`src/hw/rtl/langant_pkg.sv`:
```
// ----------------------------------------------------------------------------
// langant_pkg
// Shared types and constants of the Langton's ant torus block: grid size
// defaults, command and heading codes, register indexes and the result item.
// ----------------------------------------------------------------------------
`default_nettype none

package langant_pkg;

  // Default storage size of the grid.
  localparam int unsigned MAX_ROWS_DEF = 128;
  localparam int unsigned MAX_COLS_DEF = 128;

  // Configuration port.
  localparam int unsigned CFG_IDX_W  = 1;
  localparam int unsigned CFG_DATA_W = 8;
  localparam logic [CFG_IDX_W-1:0]  REG_GRID_HEIGHT = 1'd0;
  localparam logic [CFG_IDX_W-1:0]  REG_GRID_WIDTH  = 1'd1;
  localparam logic [CFG_DATA_W-1:0] GRID_SIZE_RESET = 8'd128;

  // Field widths of the stream items.
  localparam int unsigned POS_W      = 7;
  localparam int unsigned IN_TDATA_W = 16;
  localparam int unsigned IN_TUSER_W = 1;
  localparam int unsigned OUT_TDATA_W = 24;

  // Commands.
  localparam logic CMD_STEP = 1'b0;
  localparam logic CMD_READ = 1'b1;

  typedef enum logic [1:0] {
    HEAD_UP    = 2'd0,
    HEAD_RIGHT = 2'd1,
    HEAD_DOWN  = 2'd2,
    HEAD_LEFT  = 2'd3
  } heading_e;

  // Result item, packed with cell_value in the lowest bit.
  typedef struct packed {
    logic [1:0]       ant_heading;
    logic [POS_W-1:0] ant_col;
    logic [POS_W-1:0] ant_row;
    logic             cell_value;
  } res_t;

  localparam int unsigned RES_W = $bits(res_t);

  // Depth of the result queue in front of the master port.
  localparam int unsigned RES_FIFO_DEPTH = 4;

endpackage

`default_nettype wire

```
`src/hw/rtl/langant_res_fifo.sv`:
```
// ----------------------------------------------------------------------------
// langant_res_fifo
// Small result queue that decouples the grid pipeline from the master port.
// ----------------------------------------------------------------------------
`default_nettype none

module langant_res_fifo #(
  parameter int unsigned DEPTH = langant_pkg::RES_FIFO_DEPTH
) (
  input  wire logic                          clk_i,
  input  wire logic                          rst_ni,
  input  wire logic                          push_i,
  input  wire langant_pkg::res_t             push_data_i,
  input  wire logic                          pop_i,
  output logic                               valid_o,
  output langant_pkg::res_t                  data_o,
  output logic [$clog2(DEPTH+1)-1:0]         count_o
);

  localparam int unsigned PW   = (DEPTH > 1) ? $clog2(DEPTH) : 1;
  localparam int unsigned CNTW = $clog2(DEPTH+1);

  langant_pkg::res_t buf_q [DEPTH];
  logic [PW-1:0]     wr_ptr_q, rd_ptr_q;
  logic [CNTW-1:0]   cnt_q;
  logic              do_pop;

  assign valid_o = (cnt_q != '0);
  assign data_o  = buf_q[rd_ptr_q];
  assign count_o = cnt_q;
  assign do_pop  = valid_o && pop_i;

  always_ff @(posedge clk_i) begin
    if (push_i) begin
      buf_q[wr_ptr_q] <= push_data_i;
    end
  end

  always_ff @(posedge clk_i or negedge rst_ni) begin
    if (!rst_ni) begin
      wr_ptr_q <= '0;
      rd_ptr_q <= '0;
      cnt_q    <= '0;
    end else begin
      if (push_i) begin
        wr_ptr_q <= (wr_ptr_q == PW'(DEPTH-1)) ? '0 : wr_ptr_q + PW'(1);
      end
      if (do_pop) begin
        rd_ptr_q <= (rd_ptr_q == PW'(DEPTH-1)) ? '0 : rd_ptr_q + PW'(1);
      end
      if (push_i && !do_pop) begin
        cnt_q <= cnt_q + CNTW'(1);
      end else if (!push_i && do_pop) begin
        cnt_q <= cnt_q - CNTW'(1);
      end
    end
  end

endmodule

`default_nettype wire

```
`config.mk`:
```
export PLATFORM = sky130hd
export DESIGN_NAME = langant_res_fifo
export DESIGN_NICKNAME = d
export VERILOG_FILES = /design/src/hw/rtl/langant_pkg.sv /design/src/hw/rtl/langant_res_fifo.sv
export SDC_FILE = /design/constraint.sdc
export NUM_CORES = 1
export LEC_CHECK = 0
export ABC_AREA = 0
export BUFFER_PORTS_ARGS = -buffer_cell sky130_fd_sc_hd__buf_2
export CAP_MARGIN = 0
export CORE_MARGIN = 2
export CORE_UTILIZATION = 55
export DETAILED_ROUTE_END_ITERATION = 6
export PLACE_DENSITY = 0.85
export SYNTH_ARGS = -nofsm -noshare
export SYNTH_HDL_FRONTEND = slang
export SYNTH_SLANG_ARGS = --single-unit
export TNS_END_PERCENT = 1
```
`constraint.sdc`:
```
create_clock -name clk_i -period 2.75 [get_ports clk_i]
set_input_delay 0.6875 -clock clk_i [delete_from_list [all_inputs] [get_ports clk_i]]
set_output_delay 0.6875 -clock clk_i [all_outputs]
set_load 0.05 [all_outputs]
```
# Word level (Yosys, flattened, before mapping)
# Memory sizes are Yosys's and may differ from the RTL's.
# Cells that the tools add are included.
[classes]
muxes = 6
n_addsub = 4
eq_ne = 2
reduce_logical = 7
[ops]
columns = ["operator", "count"]
rows = [
  ["$mux 3", 2],
  ["$add 2x1->2 const B", 2],
  ["$eq 2x2->1 const B", 2],
  ["$mux 2", 2],
  ["$add 3x1->3 const B", 1],
  ["$logic_and 1x1->1", 3],
  ["$reduce_bool 3->1", 1],
  ["$sub 3x1->3 const B", 1],
  ["$logic_not 1->1", 2],
  ["$mux 1", 2],
  ["$reduce_bool 2->1", 1],
]
[word_totals]
in_bits = 21
register_bits = 7
mem_count = 1
output_inout_bits = 21
ram_bits = 68
word_cells = 23
[memory_table]
columns = ["memory", "words", "word_bits", "read_ports", "rd_clocked_by_memory_dff", "write_ports", "line_no", "rtl"]
rows = [
  ["buf_q", 4, 17, 1, 0, 1, "langant_res_fifo.sv:23", "langant_pkg::res_t buf_q [DEPTH];"],
]

# Logic depth before layout (Yosys ltp)
# Gate-level depths: netlist of run 1.
[depth]
depth_word = 5
mapped_depth = 8
mapped_depth_nobuf = 8

# Worst setup path after synthesis of run 1
# No wires, ideal clock.
[synth_timing]
path_kind = "register to register"
from = "register cnt_q[0], in the netlist count_o[0]"
to = "register cnt_q[2], in the netlist count_o[2]"
setup_ns = 0.082
setup_slack_ns = 0.427
arrival_ns = 2.241
t_required_ns = 2.668
period_less_slack_ns = 2.323
path_buffers = 0
stages_incl_launch_ff = 9
path_cell_list = "dfrtp_1 -> or3_4 -> nand2_2 -> ha_1 -> inv_1 -> fa_1 -> xor2_1 -> nor2_1 -> xor2_1"
[synth_via]
elab_chain_len = 5
elab_cells_between_ends = 10
classes_between = "2 x add/sub; 2 x mux; 6 x reduce/logical"
[synth_rtl]
columns = ["item", "line_no", "rtl"]
rows = [
  ["start: declaration", "langant_res_fifo.sv:25", "logic [CNTW-1:0] cnt_q;"],
  ["start signal: assignment", "langant_res_fifo.sv:52", "cnt_q <= cnt_q + CNTW'(1);"],
  ["start signal: assignment", "langant_res_fifo.sv:54", "cnt_q <= cnt_q - CNTW'(1);"],
  ["$reduce_bool 3->1 *", "langant_res_fifo.sv:28", "assign valid_o = (cnt_q != '0);"],
  ["net valid_o", "langant_res_fifo.sv:15", "output logic valid_o,"],
  ["$logic_and 1x1->1 *", "langant_res_fifo.sv:31", "assign do_pop = valid_o && pop_i;"],
  ["$logic_not 1->1", "langant_res_fifo.sv:51", "if (push_i && !do_pop) begin"],
  ["$logic_and 1x1->1", "langant_res_fifo.sv:51", ""],
  ["$mux 3 or $reduce_bool 2->1 (tied branches)", "n/a", ""],
]
# The timed path passes the listed nets; every way through them passes the cells marked *. The select of a mux whose other input is x is not followed.
# A chain may end at the register's enable or synchronous reset.

==> results of run 1 <==
-- worst max-delay path: stages, from the launching register on --
cell and delay [ns]:
dfrtp_1 0.84, mux4_2 0.42, buf_2 0.23
-- final timing paths --
| kind | startpoint | to | slack (ns) | cells after the start |
|---|---|---|---|---|
| setup / recovery | rd_ptr_q[1]$_DFFE_PN0P_ | data_o[6] | 0.24 | 2 |
| hold / removal | rst_ni | count_o[2]$_DFFE_PN0P_ | 0.18 | 1 |
| setup reg to reg | count_o[0]$_DFFE_PN0P_ | count_o[2]$_DFFE_PN0P_ | 0.61 | 8 |
| hold reg to reg | count_o[2]$_DFFE_PN0P_ | count_o[2]$_DFFE_PN0P_ | 0.50 | 1 |
| max in group asynchronous | rst_ni | rd_ptr_q[0]$_DFFE_PN0P_ | 2.41 | 1 |
| min in group clk_i | count_o[2]$_DFFE_PN0P_ | count_o[2]$_DFFE_PN0P_ | 0.50 | 1 |
-- registers in the layout (all words and copies together), names as in the netlist --
register / cells
wr_ptr_q: 2
buf_q: 68
count_o: 3
rd_ptr_q: 2
-- cells by family (layout without fill, tap and decap cells) --
kind of cell             Yosys count  in the layout  synth area share [%]
XOR/XNOR                           3              3                 0.902
buffers and inverters              7             66                  1.80
AND/OR/NAND/NOR                   11             11                  2.10
flip-flops                        75             75                  76.1
AO/OA/AOI/OAI                      2              2                 0.344
adder cells (fa/ha/maj)            7              7                  3.26
multiplexers                      20             20                  15.5
-- cells in the final DEF (no fill, tap or decap), types with 2 or more instances in the layout --
master | netlist | final
and2_1 | 4 | 4
buf_2 | 2 | 41
buf_4 | 0 | 6
bufinv_16 | 0 | 2
clkbuf_8 | 0 | 9
clkinv_1 | 0 | 2
dfrtp_1 | 7 | 7
edfxtp_1 | 68 | 68
ha_1 | 6 | 6
inv_1 | 3 | 3
mux2_2 | 3 | 3
mux4_1 | 9 | 9
mux4_2 | 8 | 8
nand2_1 | 2 | 2
nor2_1 | 3 | 3
o21ai_0 | 2 | 2
xor2_1 | 2 | 2
-- power breakdown --
group | internal, mW | switching, mW
Clock | 0.503 | 0.369
Sequential | 1.48 | 0.129
Combinational | 0.513 | 1.05
-- layout make-up --
class                           count  area (sq um)  area share, %
Sequential cell                    75          2220           64.9
Multi-Input combinational cell     43           643           18.8
Timing Repair Buffer               47           250           7.32
Clock buffer                       10           128           3.73
Tap cell                           70          87.6           2.56
Clock inverter                      6          80.1           2.34
Inverter                            3          11.3          0.330
-- metal layers --
metal  GRT usage [%]  part of all wire (%)  wire, microns
met3            5.53                   4.3            206
met2            30.9                    54           2600
met5               0                     0              0
met1            19.2                    40           1930
met4            8.18                   1.0             48
-- metrics by stage --
stage               area (sq um)  util [%]  hold slack (ns)
finish                      3420      66.9            0.176
global route                3420      66.9            0.163
CTS                         3420      66.9            0.164
detailed placement          3210      62.8            0.489
global placement            3210      62.8            0.478
floorplan                   2910         -            0.392
==> run metrics, run 1 <==
outcome finished, final reports clean; CTS tree done; synth cell count leaders edfxtp_1, mux4_1, mux4_2; Core Box Area between 5000 and 6000 sq um; Placement Setup Slack 0.572 ns; most common cell in the netlist edfxtp_1; Max Clk Rate 0.398 GHz; syn nets between 150 and 200; Finished Layout Cells 254; post-route setup TNS 0 ns; Buffers on Ports 41; Starting Density 57.0%; Hold Fails Final Rpt 0; Layout Skew roughly 0.005 ns; WS Path Type reg2out; Netlist cell types 19; post-CTS setup buffer count 0; share of cells above drive strength 1 39.7%; CP Capture Type output pin; unrepaired setup endpoints after global routing false; first-pass GRT wire length 7400 microns; synthesized area 2910 sq um; WP data required 2.06 ns; CTS max path bufs 2; total clock sinks 75; dominant cell type by area after synthesis edfxtp_1; synthesis warning total 0; ANT cells 0; Async SR Flop Fraction 9.33%; Area Overhead vs Synth 17.3%; commonest register cell after synthesis edfxtp_1; drt drc 0; hold buffers post-CTS 0; largest net degree at the start of global routing 20; Pwr Total 4.04 mW; worst slew pin tran 0.766 ns; vias in the first global route 1,499; I/O pin count 42; HPWL Detailed 3210 microns; total vias in the final route 1,390; DRT Pass-1 Iters 4; dpl cells 238; vias per cell 5.47; clock latency at the later pin of the worst-skew pair 0.34 ns; die width 76.8 microns; top cell type's share of synthesized area 70.1%; power density over the cells 1180 nW/um^2; Overall Global Routing Usage 17.5%; WP data arrival about 1.8 ns; # resized after CTS 0; share of the yosys chip area belonging to registers about three quarters; clock-pin slew on the worst setup and hold paths roughly 0.07 ns; Worst Setup Start Kind flip-flop; drt total wl between 4000 and 5000 microns; max-cap violation count 0; Rows 26; root cell of the clock tree clkbuf_8; final setup vio count 0; Num CTS Buffers 9; VDD IR-drop max 875 uV; cells after synthesis about 130; slew margin rel. 48.9%; H-tree depth 3; Avg Inst Size Synth 23.3 sq um; EDFF count, synth 68; gr ovfl total 0; type of the tightest min-delay check in2async; WL/cell 18.9 microns; DRT iter0 DRCs between 100 and 150; Max Slew Vio Count 0; FF+latch count, synth 75; Synth area leaders edfxtp_1, mux4_1, mux4_2; Placer Congestion 0.717; final net count 207; final setup margin around 0.24 ns; die height roughly 77 microns; # fillers 346; Leak Pwr 1.26 nW; final period utilization 91.4%; remaining antenna violation count 0; critical path fanouts, max 19; die area 5890 sq um; fin crit period between 2 and 3 ns; initial antenna violation count 0
(Power assumes the default switching activity.)
==> inputs of run 2 (changes only) <==
CORE_ASPECT_RATIO = 1.25   (was unset)
==> run metrics, run 2 (synthesized netlist as in run 1, its figures left out) <==
outcome finished, final reports clean (unchanged); root cell of the clock tree clkbuf_8 (unchanged); die area 5900 sq um (was 5890 sq um); power density over the cells 1150 nW/um^2 (was 1180 nW/um^2); Worst Setup Start Kind flip-flop (unchanged); VDD IR-drop max 685 uV (was 875 uV); Pwr Total 3.85 mW (was 4.04 mW); first-pass GRT wire length 7400 microns (unchanged); hold buffers post-CTS 0 (unchanged); worst slew pin tran 0.787 ns (was 0.766 ns); remaining antenna violation count 0 (unchanged); Area Overhead vs Synth 15.3% (was 17.3%); slew margin rel. 47.6% (was 48.9%); final period utilization 95.6% (was 91.4%); vias in the first global route 1,492 (was 1,499); Buffers on Ports 41 (unchanged); Overall Global Routing Usage 17.2% (was 17.5%); Num CTS Buffers 9 (unchanged); max reg flops 68 (unchanged); initial antenna violation count 0 (unchanged); post-route setup TNS 0 ns (unchanged); type of the tightest min-delay check in2async (unchanged); Max Slew Vio Count 0 (unchanged); drt drc 0 (unchanged); clock latency at the later pin of the worst-skew pair 0.33 ns (was 0.34 ns); final setup margin 0.120 ns (was 0.236 ns); Rows 29 (was 26); most frequent cells in the layout edfxtp_1, buf_2, mux4_1, clkbuf_8, mux4_2 (unchanged); CTS tree done (unchanged); Core Box Area 5080 sq um (was 5110 sq um); CP Capture Type output pin (unchanged); post-CTS setup buffer count 0 (unchanged); DRT iter0 DRCs 63 (was 115); fin crit period 2.63 ns (was 2.51 ns); HPWL Detailed 3210 microns (about the same); WP data required 2.06 ns (about the same); # resized after CTS 0 (unchanged); clock-pin slew on the worst setup and hold paths 0.07 ns (about the same); I/O pin count 42 (unchanged); Finished Layout Cells 246 (was 254); WS Path Type reg2out (unchanged); WP data arrival 1.94 ns (was 1.83 ns); fin util 66.1% (was 66.9%); die height 85.4 microns (was 76.8 microns); share of cells above drive strength 1 40.2% (was 39.7%); critical path fanouts, max 9 (was 19); Post-DP Area 3200 sq um (was 3210 sq um); Placement Setup Slack 0.458 ns (was 0.572 ns); CTS max path bufs 2 (unchanged); total clock sinks 75 (unchanged); total vias in the final route 1,366 (was 1,390); Starting Density 57.3% (was 57.0%); drt total wl 4620 microns (was 4790 microns); Hold Fails Final Rpt 0 (unchanged); ANT cells 0 (unchanged); DRT Pass-1 Iters 5 (was 4); hold_ws 0.182 ns (was 0.176 ns); final setup vio count 0 (unchanged); post-route cell area 3360 sq um (was 3420 sq um); die width 69.1 microns (was 76.8 microns); WL/cell 18.8 microns (was 18.9 microns); vias per cell 5.55 (was 5.47); final net count 207 (unchanged); largest net degree at the start of global routing 20 (unchanged); unrepaired setup endpoints after global routing false (unchanged); max-cap violation count 0 (unchanged); H-tree depth 3 (unchanged); met3 WL 222 microns (was 206 microns); routed length on met2 2460 microns (was 2600 microns); Layout Skew 0.00505 ns (about the same); Top reg by flops buf_q (unchanged); most common cell after layout, fill and taps aside edfxtp_1 (unchanged); gr ovfl total 0 (unchanged); Leak Pwr 1.25 nW (was 1.26 nW); dpl cells 230 (was 238); highest metal used met4 (unchanged); Max Clk Rate 0.380 GHz (was 0.398 GHz); met1 wire length 1900 microns (was 1930 microns); Placer Congestion 0.718 (was 0.717)
-- run 2: changes by cell type in the layout (fill, tap and decap cells not counted) --
cell       delta
clkinv_2      +3
bufinv_16     -2
clkbuf_1      -1
-- run 2: layout make-up --
cell class              count  area (sq um)
clock buffers               9           124
clock inverters             7          35.0
fillers                   332          1720
inverters                   3          11.3
multi-input cells          43           643
flip-flops and latches     75          2220
well taps                  62          77.6
repair buffers             47           250
-- run 2: final timing paths --
kind | from | depth (start not counted) | slack (ns) | to
max | rd_ptr_q[0]$_DFFE_PN0P_ | 3 | 0.12 | data_o[15]
min | rst_ni | 1 | 0.18 | count_o[1]$_DFFE_PN0P_
min reg2reg | count_o[2]$_DFFE_PN0P_ | 1 | 0.54 | count_o[2]$_DFFE_PN0P_
max reg2reg | count_o[0]$_DFFE_PN0P_ | 8 | 0.58 | count_o[2]$_DFFE_PN0P_
max in group asynchronous | rst_ni | 1 | 2.41 | rd_ptr_q[0]$_DFFE_PN0P_
min in group clk_i | count_o[2]$_DFFE_PN0P_ | 1 | 0.54 | count_o[2]$_DFFE_PN0P_
-- run 2: worst max-delay path: stages, from the launching register on --
cell     delay [ns]
dfrtp_1        0.54
buf_4          0.26
mux4_1         0.58
buf_2          0.23
-- run 2: power breakdown --
part	switching, mW	internal, mW
Sequential	0.149	1.48
Combinational	1.04	0.513
Clock	0.362	0.314
-- run 2: per-layer routing --
layer  GRT usage [%]  vias to the layer above
li1                -                      624
met1            19.3                      700
met2            30.3                       37
met3            4.99                        5
met4            8.02                        0
met5               0                        -
==> inputs of run 3 (changes only) <==
--- a/config.mk
+++ b/config.mk
@@ -7,4 +7,5 @@
 export LEC_CHECK = 0
 export ABC_AREA = 0
+export ABC_CLOCK_PERIOD_IN_PS = 2750
 export BUFFER_PORTS_ARGS = -buffer_cell sky130_fd_sc_hd__buf_2
 export CAP_MARGIN = 0
==> constraint.sdc (replaced) <==
create_clock -name clk_i -period 2.75 [get_ports clk_i]
set_input_delay 0.275 -clock clk_i [delete_from_list [all_inputs] [get_ports clk_i]]
set_output_delay 0.275 -clock clk_i [all_outputs]
set_load 0.05 [all_outputs]
==> run metrics, run 3 (synthesized netlist as in run 1, its figures left out) <==
Layout Skew 0.00631 ns (was 0.00505 ns); Starting Density 57.3% (unchanged); Max Clk Rate 0.458 GHz (was 0.380 GHz); worst reg2reg setup slack 0.66 ns (was 0.58 ns); Max Slew Vio Count 0 (unchanged); reg-to-reg critical path endpoint count_o[2]$_DFFE_PN0P_ (unchanged); remaining antenna violation count 0 (unchanged); fin crit period 2.18 ns (was 2.63 ns); total clock sinks 75 (unchanged); type of the tightest min-delay check in2reg (was in2async); Storage cell area 2220 sq um (unchanged); max-cap violation count 0 (unchanged); fin util 67.2% (was 66.1%); worst slew pin tran 0.891 ns (was 0.787 ns); drt total wl 4670 microns (was 4620 microns); critical path fanouts, max 17 (was 9); H-tree depth 3 (unchanged); DRT iter0 DRCs 113 (was 63); Buffers on Ports 41 (unchanged); share of cells above drive strength 1 38.9% (was 40.2%); DRT Pass-1 Iters 4 (was 5); final net count 203 (was 207); hold path depth 1; CTS max path bufs 2 (unchanged); WP data required 2.48 ns (was 2.06 ns); slew margin rel. 40.6% (was 47.6%); clock-pin slew on the worst setup and hold paths 0.07 ns (about the same); CTS tree done (unchanged); reg2reg path depth 8 (unchanged); final setup vio count 0 (unchanged); Area Overhead vs Synth 17.1% (was 15.3%); vias per cell 5.57 (was 5.55); CP Capture Type output pin (unchanged); initial antenna violation count 0 (unchanged); die area 5900 sq um (unchanged); highest metal used met4 (unchanged); hold_ws 0.156 ns (was 0.182 ns); Core Box Area 5080 sq um (unchanged); outcome finished, final reports clean (unchanged); worst r2r src count_o[0]$_DFFE_PN0P_ (unchanged); Leak Pwr 1.25 nW (about the same); final period utilization 79.3% (was 95.6%); unrepaired setup endpoints after global routing false (unchanged); power density over the cells 1210 nW/um^2 (was 1150 nW/um^2); Placer Congestion 0.682 (was 0.718); post-route setup TNS 0 ns (unchanged); drt drc 0 (unchanged); Overall Global Routing Usage 17.8% (was 17.2%); met3 WL 216 microns (was 222 microns); VDD IR-drop max 1030 uV (was 685 uV); most frequent cells in the layout edfxtp_1, buf_2, mux4_1, clkbuf_8, mux4_2 (unchanged); ANT cells 0 (unchanged); area of the multi-input gates 643 sq um (unchanged); WP data arrival 1.91 ns (was 1.94 ns); clock latency at the later pin of the worst-skew pair 0.33 ns (about the same); met1 wire length 1740 microns (was 1900 microns); I/O pin count 42 (unchanged); die width 69.1 microns (unchanged); HPWL Detailed 3170 microns (was 3210 microns); Worst Setup Start Kind flip-flop (unchanged); Hold Fails Final Rpt 0 (unchanged); startpoint of the worst hold path push_data_i[2]; vias in the first global route 1,543 (was 1,492); # fillers 325 (was 332); first-pass GRT wire length 7570 microns (was 7400 microns); # resized after CTS 0 (unchanged); Num CTS Buffers 9 (unchanged); Rows 29 (unchanged); routed length on met2 2650 microns (was 2460 microns); largest net degree at the start of global routing 20 (unchanged); total vias in the final route 1,349 (was 1,366); most common cell after layout, fill and taps aside edfxtp_1 (unchanged); max reg flops 68 (unchanged); die height 85.4 microns (unchanged); WS Path Type reg2out (unchanged); Hold Path Sink buf_q[1][2]$_DFFE_PP_; Top reg by flops buf_q (unchanged); root cell of the clock tree clkbuf_8 (unchanged); WL/cell 19.3 microns (was 18.8 microns); gr ovfl total 0 (unchanged)
==> run 3: cell count changes in the layout (fill, tap and decap cells not counted), sizes merged <==
| cell | delta |
|---|---|
| clkinv | -5 |
| dlygate4sd3 | +1 |
| clkinvlp | +2 |
| buf | -5 |
| bufinv | +3 |
==> run 3: stage by stage <==
| stage | std cells | cell area, sq um | setup slack [ns] | power [mW] |
|---|---|---|---|---|
| 2_1_floorplan | 125 | 2910 | 0.427 | 2.89 |
| 3_3_place_gp | 225 | 3160 | 0.781 | 3.11 |
| 3_5_place_dp | 225 | 3160 | 0.659 | 3.20 |
| 4_1_cts | 242 | 3410 | 0.539 | 4.17 |
| 5_1_grt | 242 | 3410 | 0.477 | 4.30 |
| 6_report | 242 | 3410 | 0.568 | 4.13 |
==> run 3: final cells by class <==
type	count	area share, %
clock buffer	9	3.63
sequential	75	65.0
timing repair buffer	43	6.53
clock inverter	7	3.41
inverter	3	0.330
tap	62	2.27
multi-input combinational	43	18.8
==> run 3: power by group <==
group	switching (mW)	internal [mW]	total [mW]
Combinational	1.04	0.487	1.53
Clock	0.376	0.599	0.975
Sequential	0.142	1.48	1.62
==> run 3: how the worst max path moves through the flow <==
stage	from	to	cells after the start
global placement	count_o[0]$_DFFE_PN0P_	count_o[2]$_DFFE_PN0P_	8
detailed placement	count_o[0]$_DFFE_PN0P_	count_o[2]$_DFFE_PN0P_	8
floorplan	count_o[0]$_DFFE_PN0P_	count_o[2]$_DFFE_PN0P_	8
global route	rd_ptr_q[0]$_DFFE_PN0P_	data_o[10]	3
CTS	rd_ptr_q[0]$_DFFE_PN0P_	data_o[10]	3
finish	rd_ptr_q[0]$_DFFE_PN0P_	data_o[10]	3
==> run 3: timing repair <==
item,in CTS,in global routing
setup buffers,0,0
hold buffers,1,0
hold endpoints to repair,7,0
==> run 3: critical path: stages, from the launching register on <==
cell and delay, ns:
dfrtp_1 0.39, buf_4 0.33, mux4_1 0.61, buf_2 0.23
==> run 3: routing by layer <==
| layer | track usage (%) | vias to the layer above |
|---|---|---|
| met5 | 0 | - |
| met4 | 8.91 | 0 |
| met3 | 5.58 | 6 |
| met2 | 31.6 | 39 |
| met1 | 19.1 | 693 |
| li1 | - | 611 |
